==> src/rtl/fpsa_pkg.sv <==
// Shared types and constants for the free page stack allocator.
// No dependencies; used by every other file in rtl/ except fpsa_ram.
package fpsa_pkg;

  localparam int unsigned ADDR_W   = 32;
  localparam int unsigned CMD_W    = 2;
  localparam int unsigned SPAN_W   = 5;
  localparam int unsigned STATUS_W = 2;

  localparam int unsigned POOL_PAGES_DEF = 4096;
  localparam int unsigned PAGE_SHIFT_DEF = 12;
  localparam int unsigned MAX_SPAN_DEF   = 16;

  typedef enum logic [CMD_W-1:0] {
    CMD_ALLOC      = 2'd0,
    CMD_FREE       = 2'd1,
    CMD_FREE_RANGE = 2'd2,
    CMD_SPAN       = 2'd3
  } cmd_e;

  typedef enum logic [STATUS_W-1:0] {
    ST_OK   = 2'd0,
    ST_NONE = 2'd1,
    ST_FULL = 2'd2
  } status_e;

  typedef enum logic [2:0] {
    S_IDLE,
    S_POP,
    S_RANGE,
    S_SCAN,
    S_MARK
  } state_e;

  typedef struct packed {
    logic              clr;
    logic              vld;
    logic [SPAN_W-1:0] len;
  } span_ctl_t;

endpackage

==> src/rtl/fpsa_span.sv <==
// Run tracker for span alloc: follows the slot stream read from the stack
// and latches the first run of consecutive untaken frames of the wanted length.
// Depends on fpsa_pkg.
module fpsa_span #(
  parameter int unsigned IDX_W   = 12,
  parameter int unsigned FRAME_W = 20
) (
  input  logic                  clk_i,
  input  logic                  rst_ni,
  input  fpsa_pkg::span_ctl_t   ctl_i,
  input  logic                  taken_i,
  input  logic [FRAME_W-1:0]    frame_i,
  input  logic [IDX_W-1:0]      idx_i,
  output logic                  found_o,
  output logic [IDX_W-1:0]      base_idx_o,
  output logic [FRAME_W-1:0]    base_frame_o
);

  logic [fpsa_pkg::SPAN_W-1:0] run_q, run_d;
  logic [FRAME_W-1:0]          prev_q, prev_d;
  logic [IDX_W-1:0]            base_idx_q, base_idx_d;
  logic [FRAME_W-1:0]          base_frame_q, base_frame_d;
  logic                        found_q, found_d;
  logic                        chain;
  logic [fpsa_pkg::SPAN_W-1:0] run_nx;

  // frame numbers never wrap, so compare one bit wider
  assign chain = (run_q != '0) && ({1'b0, frame_i} == ({1'b0, prev_q} + 1'b1));

  always_comb begin
    run_d        = run_q;
    prev_d       = prev_q;
    base_idx_d   = base_idx_q;
    base_frame_d = base_frame_q;
    found_d      = found_q;
    run_nx       = chain ? run_q + 1'b1 : fpsa_pkg::SPAN_W'(1);
    if (ctl_i.clr) begin
      run_d   = '0;
      found_d = 1'b0;
    end else if (ctl_i.vld && !found_q) begin
      prev_d = frame_i;
      if (taken_i) begin
        run_d = '0;
      end else begin
        run_d = run_nx;
        if (!chain) begin
          base_idx_d   = idx_i;
          base_frame_d = frame_i;
        end
        found_d = (run_nx == ctl_i.len);
      end
    end
  end

  always_ff @(posedge clk_i or negedge rst_ni) begin
    if (!rst_ni) begin
      run_q   <= '0;
      found_q <= 1'b0;
    end else begin
      run_q   <= run_d;
      found_q <= found_d;
    end
  end

  always_ff @(posedge clk_i) begin
    prev_q       <= prev_d;
    base_idx_q   <= base_idx_d;
    base_frame_q <= base_frame_d;
  end

  assign found_o      = found_q;
  assign base_idx_o   = base_idx_q;
  assign base_frame_o = base_frame_q;

endmodule

==> config.mk <==
export PLATFORM = sky130hd
export DESIGN_NAME = fpsa_span
export DESIGN_NICKNAME = d
export VERILOG_FILES = /design/src/rtl/fpsa_pkg.sv /design/src/rtl/fpsa_span.sv
export SDC_FILE = /design/constraint.sdc
export NUM_CORES = 1
export LEC_CHECK = 0
export BUFFER_PORTS_ARGS = -buffer_cell sky130_fd_sc_hd__buf_4
export CAP_MARGIN = 10
export CORE_UTILIZATION = 40
export CTS_BUF_LIST = sky130_fd_sc_hd__clkbuf_2
export CTS_CLUSTER_DIAMETER = 60
export DETAILED_ROUTE_END_ITERATION = 6
export PLACE_DENSITY_LB_ADDON = 0.25
export REMOVE_ABC_BUFFERS = 1
export SLEW_MARGIN = 20
export SYNTH_ARGS = -nofsm -noshare
export SYNTH_HDL_FRONTEND = slang
export SYNTH_SLANG_ARGS = --single-unit
export TNS_END_PERCENT = 20
==> constraint.sdc <==
create_clock -name clk_i -period 4.4 [get_ports clk_i]
set_input_delay 0.88 -clock clk_i [delete_from_list [all_inputs] [get_ports clk_i]]
set_output_delay 0.88 -clock clk_i [all_outputs]
set_load 0.05 [all_outputs]
==> metrics.md <==
| Metric | Value |
|---|---|
| Power, Total | `1090 uW` |
| First drt pass iteration count | `4` |
| Core ar. | `0.00676 mm2` |
| Primary FF master, synth | `edfxtp_1` |
| Synth Cell Area | `0.00279 mm2` |
| Worst setup SP type | `flip-flop` |
| Clock buffer count from CTS | `9` |
| Synth unique cells | `between 50 and 60` |
| Final net count | `between 300 and 400` |
| CP required | `4.49 ns` |
| CP Capture Type | `flip-flop` |
| Crit path arrival time | `3.32 ns` |
| Sink Count | `58` |
| Max-cap violations | `0` |
| Normalized max-slew margin | `about two fifths` |
| CTS resizes | `0` |
| # IOs | `75` |
| Leakage power | `roughly 0.0013 uW` |
| Pin count of the biggest net entering global routing | `33` |
| Layout cell share with drive strength beyond 1 | `33.9%` |
| Setup TNS | `0 ns` |
| Pwr per Cell Area | `~300 mW/mm2` |
| Cells after Synth | `214` |
| Top cell type's share of synthesized area | `55.9%` |
| Initial core utilization | `41.3%` |
| Global-route usage over all layers | `16.6%` |
| Most frequent cell after synthesis | `edfxtp_1` |
| Initial antenna violation count | `0` |
| First-pass GRT wire length | `9240 um` |
| DIE AREA | `0.00732 mm2` |
| Final WS setup | `roughly 1.2 ns` |
| Final setup fails | `0` |
| Die width | `85.5 um` |
| Highest Clock Rate | `a little over 300 MHz` |
| Die height | `85.5 um` |
| Clk slew on worst S/H paths | `0.15 ns` |
| Clk_lat worst skew | `0.46 ns` |
| Root Driver | `clkbuf_2` |
| Switching power | `around 280 uW` |
| Top cell type by total area after synthesis | `edfxtp_1` |
| Final WL | `5640 um` |
| Clock Path Buffers | `2` |
| FF+latch count, synth | `between 50 and 60` |
| Clock group share of total power | `29.1%` |
| Finished Core Util | `a little over half` |
| RSZ-0062 raised after global routing | `no` |
| Sw frac | `25.2%` |
| Syn_area_per_cell | `13.0 um2` |
| Sequential area share after synthesis | `61.3%` |
| Logic gate share of total power | `12.9%` |
| HPWL after detailed placement | `4130 um` |
| # diodes | `0` |
| Drt wl/cell | `approximately 15 um` |
| Total congestion overflow | `0` |
| Vias/cell | `5.30` |
| Worst vdd ir | `0.159 mV` |
| Postcts setup bufs | `0` |
| Final Critical Period | `~3.2 ns` |
| Slew @ Worst Pin | `0.888 ns` |
| # DRC | `0` |
| FP Rows | `30` |
| Synth-to-layout area growth | `27.1%` |
| Worst setup path class | `flip-flop to flip-flop` |
| Post-DRT Antenna Nets | `0` |
| DP Worst Slack | `1.02 ns` |
| Hold Buf Count CTS | `0` |
| CP Max Fanout | `32` |
| Final Hold Viols | `0` |
| Vias in the first global route | `1932` |
| Status | `finished, final reports clean` |
| GPL Wtd Cong | `~0.8` |
| Largest cells by area after synthesis | `edfxtp_1 56%, dfrtp_1 5.4%, xnor2_1 5.3%, xor2_1 3.8%, nand2_1 1.7%` |
| Hold Crit Class | `input port to async pin` |
| # H-tree levels | `3` |
| Cell Int Power | `817 uW` |
| Via count | `~2000` |
| Register share of total power | `58.0%` |
| Number of flops mapped to enable cells by yosys | `between 50 and 60` |
| Starting DRT DRC Count | `73` |
| CTS tree | `built` |
| Slew Viols, Final | `0` |
| Top post-synthesis cells by count | `52 x edfxtp_1, 17 x xnor2_1, 13 x nand2_1` |
| Ys async rst share | `10.3%` |
| IO buf count | `74` |
| YS warnings | `0` |
| Fin crit share | `73.4%` |
| Fin Clk Skew | `0.0279 ns` |
power by group through the flow:
stage	sequential, uW	combinational, uW	clock (uW)
3_5_place_dp	646	142	0
3_3_place_gp	646	140	0
5_1_grt	637	153	354
4_1_cts	634	143	329
6_report	634	141	318
2_1_floorplan	673	50.1	0
final timing paths:
path	start	endpoint	slack, ns	cells after the start
min in group clk_i	run_q[1]$_DFFE_PN0P_	run_q[1]$_DFFE_PN0P_	0.57	2
hold reg to reg	run_q[1]$_DFFE_PN0P_	run_q[1]$_DFFE_PN0P_	0.57	2
setup reg to reg	prev_q[0]$_DFFE_PP_	base_idx_o[7]$_DFFE_PP_	1.17	8
max in group asynchronous	rst_ni	run_q[2]$_DFFE_PN0P_	4.07	1
setup / recovery	prev_q[0]$_DFFE_PP_	base_idx_o[7]$_DFFE_PP_	1.17	8
hold / removal	rst_ni	run_q[4]$_DFFE_PN0P_	0.20	1
layer usage:
metal | vias up | track usage (%) | wire length [um]
li1 | 982 | - | -
met1 | 963 | 21.5 | 2560
met2 | 68 | 26.1 | 2680
met3 | 6 | 5.39 | 353
met4 | 0 | 6.67 | 53
met5 | - | 0 | 0
placed cells by master (no fill, tap or decap), drive strengths merged, types with 4 or more instances in the layout:
cell type  netlist  final
and3             4      4
buf              1     75
clkbuf           3     12
dfrtp            6      6
edfxtp          52     52
inv              9      9
nand2           13     13
nand3            8      8
nand4            7      7
nor2             8      8
nor3             5      5
nor4             6      6
o21ai            5      5
or3              6      6
xnor2           17     17
xor2            12     12
kinds of logic after synthesis:
group,synth area share (%)
compound gates,8.65
mux,1.08
fa+ha+maj,1.70
flops,61.3
simple gates,16.3
buf+inv,1.88
xor+xnor,9.10
critical path, cell delays in order, from the launching register on:
cell      delay, ns
edfxtp_1       0.45
ha_1           0.22
nand3_1        0.18
or3_1          0.52
xor2_1         0.18
a211oi_1       0.23
nand3b_1       0.25
nor2_1         0.14
nor2_4         0.68
sequential cells by signal (all words and copies together), names as in the netlist:
name,flops
base_frame_o,20
prev_q,20
base_idx_o,12
run_q,5
found_o,1
metrics by stage:
stage	hold slack, ns	instance area, um2	instances
detailed placement	0.539	3440	365
global placement	0.530	3440	365
global route	0.141	3550	381
CTS	0.150	3550	381
finish	0.204	3550	381
floorplan	0.497	2770	210
final cells by class:
cell class	instances	area [um2]
clock buffers	12	60.1
clock inverters	4	43.8
fillers	618	3210
inverters	9	33.8
multi-input cells	143	1030
flip-flops and latches	58	1710
well taps	80	100
repair buffers	75	563
No activity file was read; power rests on OpenSTA's default activity.
